File: src/hdl/tbh_pkg.sv
package tbh_pkg;

  localparam int unsigned SLOTS     = 16;
  localparam int unsigned SLOT_BITS = $clog2(SLOTS);
  localparam int unsigned CNT_BITS  = $clog2(SLOTS + 1);
  localparam int unsigned GEN_BITS  = 16;
  localparam int unsigned TIME_BITS = 48;
  localparam int unsigned STEP_BITS = 32;

  localparam logic [TIME_BITS-1:0] TIME_MAX = {TIME_BITS{1'b1}};

  typedef enum logic [2:0] {
    OP_START   = 3'd0,
    OP_STOP    = 3'd1,
    OP_PAUSE   = 3'd2,
    OP_RESUME  = 3'd3,
    OP_RESTART = 3'd4,
    OP_QUERY   = 3'd5,
    OP_TICK    = 3'd6,
    OP_NOP     = 3'd7
  } op_e;

  typedef enum logic [1:0] {
    ST_FREE  = 2'd0,
    ST_RUN   = 2'd1,
    ST_PAUSE = 2'd2,
    ST_RSVD  = 2'd3
  } run_e;

  typedef enum logic [1:0] {
    STAT_OK      = 2'd0,
    STAT_INVALID = 2'd1,
    STAT_FULL    = 2'd2,
    STAT_RSVD    = 2'd3
  } stat_e;

  // slot record kept in ram
  typedef struct packed {
    logic [1:0]           state;
    logic                 periodic;
    logic [GEN_BITS-1:0]  gen;
    logic [TIME_BITS-1:0] interval;
    logic [TIME_BITS-1:0] elapsed;
  } slot_t;

  localparam int unsigned SLOT_W = $bits(slot_t);

endpackage

File: src/hdl/tbh_ram.sv
module tbh_ram #(
  parameter int unsigned WIDTH = 8,
  parameter int unsigned DEPTH = 16
) (
  input  logic                     clk_i,
  input  logic                     we_i,
  input  logic [$clog2(DEPTH)-1:0] waddr_i,
  input  logic [WIDTH-1:0]         wdata_i,
  input  logic [$clog2(DEPTH)-1:0] raddr_i,
  output logic [WIDTH-1:0]         rdata_o
);

  logic [WIDTH-1:0] mem [DEPTH];

  always_ff @(posedge clk_i) begin
    if (we_i) begin
      mem[waddr_i] <= wdata_i;
    end
    rdata_o <= mem[raddr_i];
  end

endmodule

File: src/hdl/tbh_mod.sv
// iterative restoring remainder, one quotient bit per cycle
module tbh_mod (
  input  logic                          clk_i,
  input  logic                          rst_ni,
  input  logic                          start_i,
  input  logic [tbh_pkg::TIME_BITS-1:0] num_i,
  input  logic [tbh_pkg::TIME_BITS-1:0] den_i,
  output logic                          done_o,
  output logic [tbh_pkg::TIME_BITS-1:0] rem_o
);

  localparam int unsigned TB = tbh_pkg::TIME_BITS;
  localparam int unsigned CB = $clog2(TB + 1);

  logic [TB-1:0] num_q, den_q, rem_q;
  logic [CB-1:0] cnt_q;
  logic          busy_q;
  logic [TB:0]   shifted;
  logic [TB:0]   diff;

  assign shifted = {rem_q, num_q[TB-1]};
  assign diff    = shifted - {1'b0, den_q};

  always_ff @(posedge clk_i or negedge rst_ni) begin
    if (!rst_ni) begin
      busy_q <= 1'b0;
      done_o <= 1'b0;
      cnt_q  <= '0;
    end else begin
      done_o <= 1'b0;
      if (start_i) begin
        busy_q <= 1'b1;
        cnt_q  <= CB'(TB);
      end else if (busy_q) begin
        cnt_q <= cnt_q - 1'b1;
        if (cnt_q == CB'(1)) begin
          busy_q <= 1'b0;
          done_o <= 1'b1;
        end
      end
    end
  end

  always_ff @(posedge clk_i) begin
    if (start_i) begin
      num_q <= num_i;
      den_q <= den_i;
      rem_q <= '0;
    end else if (busy_q) begin
      num_q <= {num_q[TB-2:0], 1'b0};
      if (!diff[TB]) begin
        rem_q <= diff[TB-1:0];
      end else begin
        rem_q <= shifted[TB-1:0];
      end
    end
  end

  assign rem_o = rem_q;

endmodule

File: src/hdl/timer_bank_with_handles.sv
// Timer bank of 16 one-shot or periodic timers addressed by slot and generation
// handles. Control ops (start, stop, pause, resume, restart, query) each go through
// one read of the slot ram, a check, a write back and the result beat. A tick
// walks every used slot through the slot ram, reading and checking each slot in
// S_TRD, S_TWAIT and S_TCHK, with a result beat for each expiry; a periodic expiry
// with a non-zero interval adds a bit-serial modulo. Each result beat is held
// until taken; the next item is accepted once the last beat of the current one
// has gone. Configuration via APB at 8*index.
module timer_bank_with_handles (
  input  logic         clk_i,
  input  logic         rst_ni,
  input  logic         s_axis_tvalid,
  output logic         s_axis_tready,
  // op[2:0], slot[6:3], handle_gen[22:7], periodic[23], period_ns[71:24],
  // step_ns[103:72]
  input  logic [103:0] s_axis_tdata,
  output logic         m_axis_tvalid,
  input  logic         m_axis_tready,
  // status[1:0], out_slot[5:2], out_gen[21:6], run_state[23:22],
  // out_periodic[24], out_interval[72:25], out_elapsed[120:73],
  // out_remaining[168:121], fired[169]
  output logic [175:0] m_axis_tdata,
  output logic         m_axis_tlast,
  input  logic         psel,
  input  logic         penable,
  input  logic         pwrite,
  input  logic [3:0]   paddr,
  input  logic [63:0]  pwdata,
  output logic [63:0]  prdata,
  output logic         pready
);

  localparam int unsigned SB = tbh_pkg::SLOT_BITS;
  localparam int unsigned CB = tbh_pkg::CNT_BITS;
  localparam int unsigned GB = tbh_pkg::GEN_BITS;
  localparam int unsigned TB = tbh_pkg::TIME_BITS;
  localparam int unsigned SW = tbh_pkg::STEP_BITS;

  typedef enum logic [3:0] {
    S_IDLE, S_POP, S_RD, S_CHECK, S_TRD, S_TWAIT, S_TCHK, S_MOD, S_OUT
  } fsm_e;

  fsm_e fsm_q, fsm_after_q;

  logic [TB-1:0] min_q, max_q;
  logic [CB-1:0] free_cnt_q, used_q;

  tbh_pkg::op_e      op_q;
  logic [SB-1:0]     slot_q;
  logic [GB-1:0]     gen_q;
  logic              per_q;
  logic [TB-1:0]     req_q;
  logic [SW-1:0]     step_q;
  logic              newslot_q;
  logic [CB-1:0]     idx_q;
  tbh_pkg::slot_t    rec_q;

  // ram
  logic              ram_we;
  logic [SB-1:0]     ram_waddr, ram_raddr;
  tbh_pkg::slot_t    ram_wdata, ram_rdata;
  logic              fs_we;
  logic [SB-1:0]     fs_waddr, fs_raddr, fs_wdata, fs_rdata;

  tbh_ram #(.WIDTH(tbh_pkg::SLOT_W), .DEPTH(tbh_pkg::SLOTS)) u_slot_ram (
    .clk_i, .we_i(ram_we), .waddr_i(ram_waddr), .wdata_i(ram_wdata),
    .raddr_i(ram_raddr), .rdata_o(ram_rdata)
  );

  tbh_ram #(.WIDTH(SB), .DEPTH(tbh_pkg::SLOTS)) u_free_ram (
    .clk_i, .we_i(fs_we), .waddr_i(fs_waddr), .wdata_i(fs_wdata),
    .raddr_i(fs_raddr), .rdata_o(fs_rdata)
  );

  logic          mod_start, mod_done;
  logic [TB-1:0] mod_rem;

  logic [TB:0]   add_sum;
  logic [TB-1:0] sat_el;

  tbh_mod u_mod (
    .clk_i, .rst_ni, .start_i(mod_start), .num_i(sat_el),
    .den_i(ram_rdata.interval), .done_o(mod_done), .rem_o(mod_rem)
  );

  // apb
  assign pready = 1'b1;
  always_comb begin
    prdata = '0;
    if (paddr == 4'd0) begin
      prdata = {{(64-TB){1'b0}}, min_q};
    end else if (paddr == 4'd8) begin
      prdata = {{(64-TB){1'b0}}, max_q};
    end
  end

  // input fields
  logic [2:0]    in_op;
  logic [SB-1:0] in_slot;
  logic [GB-1:0] in_gen;
  assign in_op   = s_axis_tdata[2:0];
  assign in_slot = s_axis_tdata[6:3];
  assign in_gen  = s_axis_tdata[22:7];

  assign s_axis_tready = (fsm_q == S_IDLE);

  logic [TB-1:0] clamp_iv;
  always_comb begin
    clamp_iv = req_q;
    if (req_q < min_q) begin
      clamp_iv = min_q;
    end else if (req_q > max_q) begin
      clamp_iv = max_q;
    end
  end

  logic handle_ok;
  assign handle_ok = ({1'b0, slot_q} < used_q) && (ram_rdata.gen == gen_q) &&
                     (ram_rdata.state != tbh_pkg::ST_FREE);

  assign add_sum = {1'b0, ram_rdata.elapsed} + {{(TB+1-SW){1'b0}}, step_q};
  assign sat_el  = add_sum[TB] ? tbh_pkg::TIME_MAX : add_sum[TB-1:0];

  logic [GB-1:0] gen_inc;
  assign gen_inc = (ram_rdata.gen + 1'b1 == '0) ? GB'(1) : ram_rdata.gen + 1'b1;

  logic [SB-1:0] idx_s;
  assign idx_s = idx_q[SB-1:0];

  always_comb begin
    ram_raddr = slot_q;
    if (fsm_q == S_TRD || fsm_q == S_TWAIT) begin
      ram_raddr = idx_s;
    end else if (fsm_q == S_POP) begin
      ram_raddr = fs_rdata;
    end
    fs_raddr  = SB'(free_cnt_q - 1'b1);
  end

  function automatic logic [TB-1:0] remain(input tbh_pkg::slot_t r);
    remain = (r.elapsed > r.interval) ? '0 : r.interval - r.elapsed;
  endfunction

  task automatic put(input tbh_pkg::stat_e st, input logic [SB-1:0] s,
                     input logic [GB-1:0] g, input logic [1:0] rs,
                     input logic p, input logic [TB-1:0] iv,
                     input logic [TB-1:0] el, input logic [TB-1:0] rm,
                     input logic fi, input logic la);
    m_axis_tdata <= {6'd0, fi, rm, el, iv, p, rs, g, s, st};
    m_axis_tlast <= la;
  endtask

  always_comb begin
    ram_we    = 1'b0;
    ram_waddr = slot_q;
    ram_wdata = rec_q;
    fs_we     = 1'b0;
    fs_waddr  = SB'(free_cnt_q);
    fs_wdata  = slot_q;
    mod_start = 1'b0;
    unique case (fsm_q)
      S_CHECK: begin
        if (op_q == tbh_pkg::OP_START) begin
          ram_we          = 1'b1;
          ram_wdata.state = tbh_pkg::ST_RUN;
          ram_wdata.periodic = per_q;
          ram_wdata.gen   = newslot_q ? GB'(1) : gen_inc;
          ram_wdata.interval = clamp_iv;
          ram_wdata.elapsed  = '0;
        end else if (handle_ok) begin
          ram_we    = 1'b1;
          ram_wdata = ram_rdata;
          unique case (op_q)
            tbh_pkg::OP_STOP: begin
              ram_wdata.state = tbh_pkg::ST_FREE;
              ram_wdata.periodic = 1'b0;
              ram_wdata.interval = '0;
              ram_wdata.elapsed  = '0;
              fs_we = (free_cnt_q < CB'(tbh_pkg::SLOTS));
            end
            tbh_pkg::OP_PAUSE: ram_wdata.state = tbh_pkg::ST_PAUSE;
            tbh_pkg::OP_RESUME: begin
              if (ram_rdata.state == tbh_pkg::ST_PAUSE) begin
                ram_wdata.state = tbh_pkg::ST_RUN;
              end
            end
            tbh_pkg::OP_RESTART: begin
              ram_wdata.state   = tbh_pkg::ST_RUN;
              ram_wdata.elapsed = '0;
            end
            default: ;
          endcase
        end
      end
      S_TCHK: begin
        ram_waddr = idx_s;
        fs_wdata  = idx_s;
        if (ram_rdata.state == tbh_pkg::ST_RUN) begin
          ram_we    = 1'b1;
          ram_wdata = ram_rdata;
          ram_wdata.elapsed = sat_el;
          if (sat_el >= ram_rdata.interval) begin
            if (!ram_rdata.periodic) begin
              ram_wdata.state = tbh_pkg::ST_FREE;
              ram_wdata.interval = '0;
              ram_wdata.elapsed  = '0;
              fs_we = (free_cnt_q < CB'(tbh_pkg::SLOTS));
            end else if (ram_rdata.interval == '0) begin
              ram_wdata.elapsed = '0;
            end else begin
              mod_start = 1'b1;
              ram_we    = 1'b0;
            end
          end
        end
      end
      S_MOD: begin
        ram_waddr = idx_s;
        if (mod_done) begin
          ram_we    = 1'b1;
          ram_wdata = rec_q;
          ram_wdata.elapsed = mod_rem;
        end
      end
      default: ;
    endcase
  end

  always_ff @(posedge clk_i or negedge rst_ni) begin
    if (!rst_ni) begin
      fsm_q         <= S_IDLE;
      fsm_after_q   <= S_IDLE;
      min_q         <= TB'(1);
      max_q         <= tbh_pkg::TIME_MAX;
      free_cnt_q    <= '0;
      used_q        <= '0;
      m_axis_tvalid <= 1'b0;
      op_q          <= tbh_pkg::OP_NOP;
      idx_q         <= '0;
      newslot_q     <= 1'b0;
    end else begin
      if (psel && penable && pwrite) begin
        if (paddr == 4'd0) begin
          min_q <= pwdata[TB-1:0];
        end else if (paddr == 4'd8) begin
          max_q <= pwdata[TB-1:0];
        end
      end
      unique case (fsm_q)
        S_IDLE: begin
          if (s_axis_tvalid) begin
            op_q   <= tbh_pkg::op_e'(in_op);
            slot_q <= in_slot;
            gen_q  <= in_gen;
            per_q  <= s_axis_tdata[23];
            req_q  <= s_axis_tdata[71:24];
            step_q <= s_axis_tdata[103:72];
            idx_q  <= '0;
            if (in_op == tbh_pkg::OP_START) begin
              if (free_cnt_q != '0) begin
                fsm_q <= S_POP;
              end else if (used_q < CB'(tbh_pkg::SLOTS)) begin
                slot_q    <= SB'(used_q);
                newslot_q <= 1'b1;
                used_q    <= used_q + 1'b1;
                fsm_q     <= S_RD;
              end else begin
                put(tbh_pkg::STAT_FULL, '0, '0, '0, 1'b0, '0, '0, '0, 1'b0, 1'b1);
                m_axis_tvalid <= 1'b1;
                fsm_after_q   <= S_IDLE;
                fsm_q         <= S_OUT;
              end
            end else if (in_op == tbh_pkg::OP_TICK) begin
              fsm_q <= S_TRD;
            end else if (in_op == tbh_pkg::OP_NOP) begin
              put(tbh_pkg::STAT_OK, '0, '0, '0, 1'b0, '0, '0, '0, 1'b0, 1'b1);
              m_axis_tvalid <= 1'b1;
              fsm_after_q   <= S_IDLE;
              fsm_q         <= S_OUT;
            end else begin
              fsm_q <= S_RD;
            end
          end
        end
        S_POP: begin
          // fs_rdata valid here, slot ram read issued
          slot_q     <= fs_rdata;
          newslot_q  <= 1'b0;
          free_cnt_q <= free_cnt_q - 1'b1;
          fsm_q      <= S_CHECK;
        end
        S_RD: fsm_q <= S_CHECK;
        S_CHECK: begin
          m_axis_tvalid <= 1'b1;
          fsm_after_q   <= S_IDLE;
          fsm_q         <= S_OUT;
          if (op_q == tbh_pkg::OP_START) begin
            put(tbh_pkg::STAT_OK, slot_q, ram_wdata.gen, tbh_pkg::ST_RUN, per_q,
                clamp_iv, '0, clamp_iv, 1'b0, 1'b1);
          end else if (!handle_ok) begin
            put(tbh_pkg::STAT_INVALID, slot_q, gen_q, '0, 1'b0, '0, '0, '0,
                1'b0, 1'b1);
          end else begin
            if (fs_we) begin
              free_cnt_q <= free_cnt_q + 1'b1;
            end
            put(tbh_pkg::STAT_OK, slot_q, ram_wdata.gen, ram_wdata.state,
                ram_wdata.periodic, ram_wdata.interval, ram_wdata.elapsed,
                remain(ram_wdata), 1'b0, 1'b1);
          end
        end
        S_TRD: begin
          if (idx_q >= used_q) begin
            put(tbh_pkg::STAT_OK, '0, '0, '0, 1'b0, '0, '0, '0, 1'b0, 1'b1);
            m_axis_tvalid <= 1'b1;
            fsm_after_q   <= S_IDLE;
            fsm_q         <= S_OUT;
          end else begin
            fsm_q <= S_TWAIT;
          end
        end
        S_TWAIT: fsm_q <= S_TCHK;
        S_TCHK: begin
          rec_q <= ram_rdata;
          if (ram_rdata.state == tbh_pkg::ST_RUN && sat_el >= ram_rdata.interval) begin
            if (!ram_rdata.periodic) begin
              if (fs_we) begin
                free_cnt_q <= free_cnt_q + 1'b1;
              end
              put(tbh_pkg::STAT_OK, idx_s, ram_rdata.gen, tbh_pkg::ST_FREE, 1'b0,
                  ram_rdata.interval, sat_el, '0, 1'b1, 1'b0);
              m_axis_tvalid <= 1'b1;
              fsm_after_q   <= S_TRD;
              fsm_q         <= S_OUT;
              idx_q         <= idx_q + 1'b1;
            end else if (ram_rdata.interval == '0) begin
              put(tbh_pkg::STAT_OK, idx_s, ram_rdata.gen, tbh_pkg::ST_RUN, 1'b1,
                  '0, '0, '0, 1'b1, 1'b0);
              m_axis_tvalid <= 1'b1;
              fsm_after_q   <= S_TRD;
              fsm_q         <= S_OUT;
              idx_q         <= idx_q + 1'b1;
            end else begin
              fsm_q <= S_MOD;
            end
          end else begin
            idx_q <= idx_q + 1'b1;
            fsm_q <= S_TRD;
          end
        end
        S_MOD: begin
          if (mod_done) begin
            put(tbh_pkg::STAT_OK, idx_s, rec_q.gen, tbh_pkg::ST_RUN, 1'b1,
                rec_q.interval, mod_rem, rec_q.interval - mod_rem, 1'b1, 1'b0);
            m_axis_tvalid <= 1'b1;
            fsm_after_q   <= S_TRD;
            fsm_q         <= S_OUT;
            idx_q         <= idx_q + 1'b1;
          end
        end
        S_OUT: begin
          if (m_axis_tready) begin
            m_axis_tvalid <= 1'b0;
            fsm_q         <= fsm_after_q;
          end
        end
        default: fsm_q <= S_IDLE;
      endcase
    end
  end

endmodule
File: config.mk
export PLATFORM = sky130hd
export DESIGN_NAME = timer_bank_with_handles
export DESIGN_NICKNAME = d
export VERILOG_FILES = /design/src/hdl/tbh_pkg.sv /design/src/hdl/tbh_ram.sv /design/src/hdl/tbh_mod.sv /design/src/hdl/timer_bank_with_handles.sv
export SDC_FILE = /design/constraint.sdc
export NUM_CORES = 2
export LEC_CHECK = 0
export BUFFER_PORTS_ARGS = -buffer_cell sky130_fd_sc_hd__buf_2
export CORE_MARGIN = 5
export CORE_UTILIZATION = 47
export CTS_BUF_LIST = sky130_fd_sc_hd__clkbuf_4
export DETAILED_ROUTE_END_ITERATION = 8
export PLACE_DENSITY = 0.63
export SLEW_MARGIN = 20
export SYNTH_ARGS = -nofsm -noshare
export SYNTH_HDL_FRONTEND = slang
export SYNTH_HIERARCHICAL = 1
export SYNTH_SLANG_ARGS = --single-unit
File: constraint.sdc
create_clock -name clk_i -period 23.1 [get_ports clk_i]
set_clock_uncertainty 0.1 [all_clocks]
set_input_delay 3.465 -clock clk_i [delete_from_list [all_inputs] [get_ports clk_i]]
set_output_delay 3.465 -clock clk_i [all_outputs]
set_load 0.1 [all_outputs]
== Yosys cells after proc, flatten, opt, wreduce, memory -nomap -nowiden ==
Memory sizes are Yosys's and may differ from the RTL's. A register that Yosys moved wholly into a read port is not among the register bits.
Index checks and enable logic that the tools add are counted.

* Bits in registers: 669
* Memories: 2
* Input port bits: 179
* RAM bits: 1904
* Word-level logic and storage cells: 265
* Output and inout port bits: 244

* Equality and inequality tests: 36
* Multiplexer cells: 142
* Bitwise operators: 2
* $add $sub $neg: 10
* Reductions and logical operators: 37
* Magnitude comparators: 8

{| class="wikitable"
|+ Memory list
! memory !! depth !! width !! rd ports !! clocked after Yosys merged registers in !! write ports !! RTL line !! text
|-
| u_slot_ram.mem || 16 || 115 || 1 || 1 || 1 || tbh_ram.sv:13 || <nowiki>logic [WIDTH-1:0] mem [DEPTH];</nowiki>
|-
| u_free_ram.mem || 16 || 4 || 1 || 1 || 1 || tbh_ram.sv:13 ||
|}

{| class="wikitable"
|+ Operator list
! cell !! count
|-
| $mux W176 || 11
|-
| $pmux W176 S5 || 1
|-
| $mux W48 || 14
|-
| $mux W115 || 3
|-
| $pmux W115 S3 || 1
|-
| $mux W169 || 2
|-
| $mux W4 || 31
|-
| $gt A48 B48 Y1 || 2
|-
| $mux W96 || 1
|-
| $sub A48 B48 Y48 || 2
|-
| $mux W64 || 1
|-
| $mux W5 || 10
|-
| $add A48 B32 Y49 || 1
|-
| $mux W1 || 49
|-
| $sub A49 B48 Y49 || 1
|-
| $ge A48 B48 Y1 || 1
|-
| $logic_not A48 Y1 || 1
|-
| $lt A48 B48 Y1 || 1
|-
| $mux W16 || 2
|-
| $pmux W4 S8 || 1
|-
| $pmux W5 S3 || 2
|-
| $reduce_and A11 Y1 || 2
|-
| $pmux W4 S5 || 1
|-
| $add A16 B1 Y16 const B || 1
|-
| 46 further kinds || 93
|}

== Logic depth before layout (Yosys ltp) ==
* Depth in word-level cells: 12
* Depth in mapped cells: 47
* Mapped depth without buffers: 45

== Modules after synthesis ==
The synthesis kept the hierarchy.

{| class="wikitable"
|+ Modules (own cells, without submodules)
! module !! sequential area each (sq um) !! instances !! area each (sq um) !! cells an instance
|-
| tbh_ram (u_slot_ram) || 57555.2 || 1 || 71086.9 || 2940
|-
| timer_bank_with_handles || 14714.1 || 1 || 38155.3 || 4257
|-
| tbh_mod || 4043.9 || 1 || 9227.6 || 937
|-
| tbh_ram (u_free_ram) || 2001.9 || 1 || 2666.3 || 130
|}

== Least setup slack after synthesis ==
Ideal clock, no wire load.

* Path type: register -> register
* From: register step_q[1]
* To: memory u_slot_ram/mem[0][0] (netlist bit), enable pin
* Setup time: 0.730 ns
* Setup slack: 8.745 ns
* Stages on the path, launching flop included: 28
* Data arrival time: 13.526 ns
* Data required time: 22.270 ns
* Path buffers: 1
* Clock period less this slack: 14.355 ns
* Path through: edfxtp_1 > ha_1 > a211oi_1 > o21ai_0 > a31oi_1 > o211ai_1 > a311o_1 > a21o_1 > a21o_1 > a21o_1 > a21o_1 > a21oi_1 > o21ai_0 > a21oi_1 > o211a_1 > clkbuf_1 > nor4_1 > nor3_1 > inv_1 > ha_1 > and4_1 > a221oi_1 > o22ai_1 > nor3_4 > o21ai_0 > nand2_1 > or3b_1 > nor3_1

* Cells in the longest elaborated chain, start to end: 8

{| class="wikitable"
|+ Ends and longest elaborated chain
! element !! RTL line !! text
|-
| start: declaration || timer_bank_with_handles.sv:53 || <nowiki>logic [SW-1:0] step_q;</nowiki>
|-
| start signal: assignment || timer_bank_with_handles.sv:257 || <nowiki>step_q <= s_axis_tdata[103:72];</nowiki>
|-
| $add A48 B32 Y49 || timer_bank_with_handles.sv:121 || <nowiki>assign add_sum = {1'b0, ram_rdata.elapsed} + {{(TB+1-SW){1'b0}}, step_q};</nowiki>
|-
| $mux W48 || timer_bank_with_handles.sv:122 || <nowiki>assign sat_el = add_sum[TB] ? tbh_pkg::TIME_MAX : add_sum[TB-1:0];</nowiki>
|-
| via sat_el[39] || timer_bank_with_handles.sv:79 || <nowiki>logic [TB-1:0] sat_el;</nowiki>
|-
| $ge A48 B48 Y1 || timer_bank_with_handles.sv:202 || <nowiki>if (sat_el >= ram_rdata.interval) begin</nowiki>
|-
| $mux W1 || timer_bank_with_handles.sv:202 ||
|-
| $mux W1 || timer_bank_with_handles.sv:198 || <nowiki>if (ram_rdata.state == tbh_pkg::ST_RUN) begin</nowiki>
|-
| $pmux W1 S3 || timer_bank_with_handles.sv:161 || <nowiki>unique case (fsm_q)</nowiki>
|-
| via ram_we || timer_bank_with_handles.sv:59 || <nowiki>logic ram_we;</nowiki>
|-
| $mux W1 || tbh_ram.sv:16 || <nowiki>if (we_i) begin</nowiki>
|-
| $mux W1 (implied by the code) || tbh_ram.sv:17 || <nowiki>mem[waddr_i] <= wdata_i;</nowiki>
|-
| end: declaration || tbh_ram.sv:13 ||
|}

The timed path passes the listed nets, and every way through them passes these cells.

==> flow_results.org <==
** Drt
- Summed over all nets, wire length on met2 after detailed routing comes to 180000 um.
- Uppermost layer routed :: met5
- DR pass1 iterations :: 8
- DRT iter0 DRCs :: 10400
- Dividing the detail-routed via count by the number of cells gives 6.30.
- Vias :: 82200
- Overall routed net length :: 404000 um
- Detail Route met3 WL :: 43400 um
- DRC violations left :: 0
- Remaining antenna violation count :: 0
- DRT met1 WL :: 160000 um
- DR WL/cell :: 31.0 um

** Timing
- Setup total negative slack on the finished layout was measured at 0 ns.
- Slew headroom :: 17.6%
- Across all setup checks in the final design, the least slack found is 9.27 ns.
- After layout, the minimum clock period comes to 13.83 ns.
- Timing would allow up to 72.3 MHz.
- Setup repair after global routing left no endpoint under its margin.
- The number of max-slew violations in the final report is 0.
- Share of the cycle needed by the critical path after routing :: 59.9%
- Number of endpoints with negative hold slack in the final report :: 0
- Final hold slack :: 0.314 ns
- Final setup vio count :: 0
- Tightest Pin Transition :: 1.24 ns

** Yosys
- After synthesis, the share of flip-flops with an asynchronous set or reset is 4.81%.
- Leading area contributor after synthesis :: edfxtp_1
- Sequential-to-total area share from yosys stat :: 64.7%
- Sorting the synthesized cells by area gives the leading types as edfxtp_1, mux4_2, ha_1.
- Synthesized netlist cell count :: 8264
- In this run, synthesis produced a sequential element count of 2683.
- The synthesized design contains 2387 enable-type register cells.
- The Yosys step of the flow raised 6 warnings.
- Area share of the largest cell type after synthesis :: 59.2%
- Primary FF master, synth :: edfxtp_1
- Area of the mapped netlist :: 121000 um2
- A synthesized cell averages 14.7 um2.
- Count of different cell masters after synthesis :: 126

** Floorplanning
- From bottom edge to top edge, the die measures 518 um.
- Once the floorplan was initialized, standard cells occupied 47.2% of the core.
- Rows :: 186
- Die outline width :: 518 um
- Io pins :: 423
- The floorplan step defined a die boundary enclosing 268000 um2.
- Core ar. :: 257000 um2

** Setup path
- Kind of capture point of the worst setup path :: flop
- In this design, the stage delay of the slowest critical-path cell is 0.81 ns.
- Startpoint types :: flop
- CP Launch Point :: step_q[1]$_DFFE_PP_
- The worst setup path is of the flop to flop kind.
- STA puts the critical path data required time at 24.26 ns.
- Crit-path max FO :: 31
- Slowest cell on the critical path :: o211ai_1
- Worst path bufs/invs :: 2
- R2r startpoint :: step_q[1]$_DFFE_PP_
- The critical path runs through a total of 42 cells.
- Arrival time worst endpoint :: 15.00 ns
- Depth of the worst register-to-register path :: 42
- The cell family contributing the most delay on the critical path is compound AO/OA/AOI/OAI gates.

** Clock tree
- Counting every sink on the clock net gives 2683.
- Clock latency on the worst-skew pair, taken at its later pin, is 1.60 ns.
- The number of gates resized after CTS was 0.
- Worst-path clk slew :: 0.08 ns
- The number of setup buffers added after CTS is 0.
- Inserted Clock Buffers :: 689
- CTS tree :: built
- CTS hold repair buffers :: 0
- The clock tree synthesis step divided the H-tree into 6 levels.
- The tree is rooted in a clkbuf_4.
- The longest clock path from root to sink contains 4 buffers.

** Cells and area
- The multi-input combinational cells in the finished layout cover a total of 39600 um2.
- At the end of the flow, the number of nets in the layout was 9581.
- Most frequent cells in the layout :: edfxtp_1, clkbuf_4, nand2_1
- After filler insertion, the fill cell instance count of the layout stands at 21300.
- From synthesis to final layout, the design area changed by 12.6%.
- Total area of sequential cells :: 78300 um2
- Fraction of layout cells with a size suffix above 1 :: 25.4%
- Commonest non-fill, non-tap cell in the layout :: edfxtp_1

** Power and ir drop
- The analysis attributes to cell leakage a power of 49.0 nW.
- Design Power :: 9.83 mW
- The worst-case IR drop observed on VDD is 0.0000522 V.
- Pwr dens :: 72.1 nW/um2

** Placed design
- During placement, the flow inserted port buffers numbering 383.
- Worst slack at placement :: 9.48 ns
- Final GP Congestion :: 0.981
- Post-DP HPWL :: 267000 um

** Global routing
- Largest net degree at the start of global routing :: 149
- Summed over all layers, the global routing overflow is 0.
- Vias in the first global route :: 80400
- The first global-routing pass estimated 573000 um of wire.
- Antenna violations before repair :: 44
- All-layer global routing usage :: 29.3%

** Min path
- The min-delay analysis places its worst path in the category flop to flop.
- The worst hold path passes through 0 cells.
- Worst min-delay path startpoint :: u_slot_ram/rdata_o[15]$_DFF_P_

** Run status
- Result of the run :: finished clean

** Run
- Max-cap violations in this run came to 0.
==> registers in the layout, summed over array words and instances (netlist names), 5 cells and up <==
register and cells:
free_cnt_q 5, u_mod/den_q 48, used_q 5, req_q 48, step_q 32, u_mod/num_q 48, min_q 48, rec_q 115
gen_q 16, u_slot_ram/mem 1840, max_q 48, u_mod/cnt_q 6, u_mod/rem_o 48, m_axis_tdata 170, u_free_ram/mem 64, u_slot_ram/rdata_o 115
idx_q 5
==> per-stage QoR <==
stage	std cells	instance area [um2]	utilization, %
6_report	13100	136000	53.1
5_1_grt	13000	136000	53.1
4_1_cts	13000	136000	53.1
3_5_place_dp	11800	127000	49.5
3_3_place_gp	11800	127000	49.5
2_1_floorplan	8285	121000	-
==> power breakdown <==
part	leakage, nW	internal [mW]	total [mW]	switching (mW)
registers	24.3	5.25	5.28	0.0292
logic	19.3	0.0938	0.334	0.241
clock network	5.44	2.22	4.22	2.00
total	49.0	7.56	9.83	2.27
==> final timing paths <==
check	endpoint	slack [ns]
setup / recovery	m_axis_tdata[125]$_DFFE_PP_	9.27
hold / removal	rec_q[15]$_DFFE_PP_	0.31
setup reg to reg	m_axis_tdata[125]$_DFFE_PP_	9.27
hold reg to reg	rec_q[15]$_DFFE_PP_	0.31
max in group asynchronous	min_q[27]$_DFFE_PN0P_	19.53
min in group asynchronous	min_q[43]$_DFFE_PN0P_	1.86
==> synthesized netlist by cell type, types with 31 or more instances <==
cell type	instances
o211ai_1	34
buf_1	47
inv_1	375
mux2_2	68
a21o_1	95
nand2_1	650
o21bai_1	33
nor2_1	389
a21oi_1	441
a221oi_1	31
xnor2_1	109
o22ai_1	33
clkbuf_1	284
nor2b_1	42
nor4_1	32
ha_1	324
dfxtp_1	167
nand2b_1	37
and3_1	46
mux2i_1	87
a22o_1	55
o21ai_0	418
buf_2	59
a22oi_1	300
mux4_2	462
edfxtp_1	2387
a221o_1	105
a31oi_1	83
nand4_1	50
buf_6	37
xor2_1	83
a211oi_1	35
nand3_1	159
dfstp_2	52
dfrtp_1	77
buf_4	44
nor3_1	77
==> cell type report <==
type / count / share of cell area [%]
clock inverters: 204 / 0.948
flip-flops and latches: 2683 / 57.4
inverters: 380 / 1.05
well taps: 3384 / 3.10
diodes: 28 / 0.0514
clock buffers: 1054 / 5.80
repair buffers: 571 / 2.58
multi-input cells: 4750 / 29.0
==> cell families after synthesis <==
kind of cell / after synthesis / share of synthesized area (%)
muxes: 631 / 10.2
adders and majority gates: 334 / 3.46
DFF: 2683 / 64.7
buffers and inverters: 852 / 3.08
other: 2 / 0.00620
and+or+nand+nor: 1616 / 6.17
AOI/OAI and AO/OA: 1952 / 11.0
xor gates and xnor gates: 194 / 1.43
==> per-layer routing <==
metal | global-route usage, % | up-vias
li1 | - | 34700
met1 | 40.7 | 41800
met2 | 44.3 | 4971
met3 | 6.68 | 780
met4 | 13.7 | 10
met5 | 0 | -
Note: power is estimated with default switching activity, not from simulation.
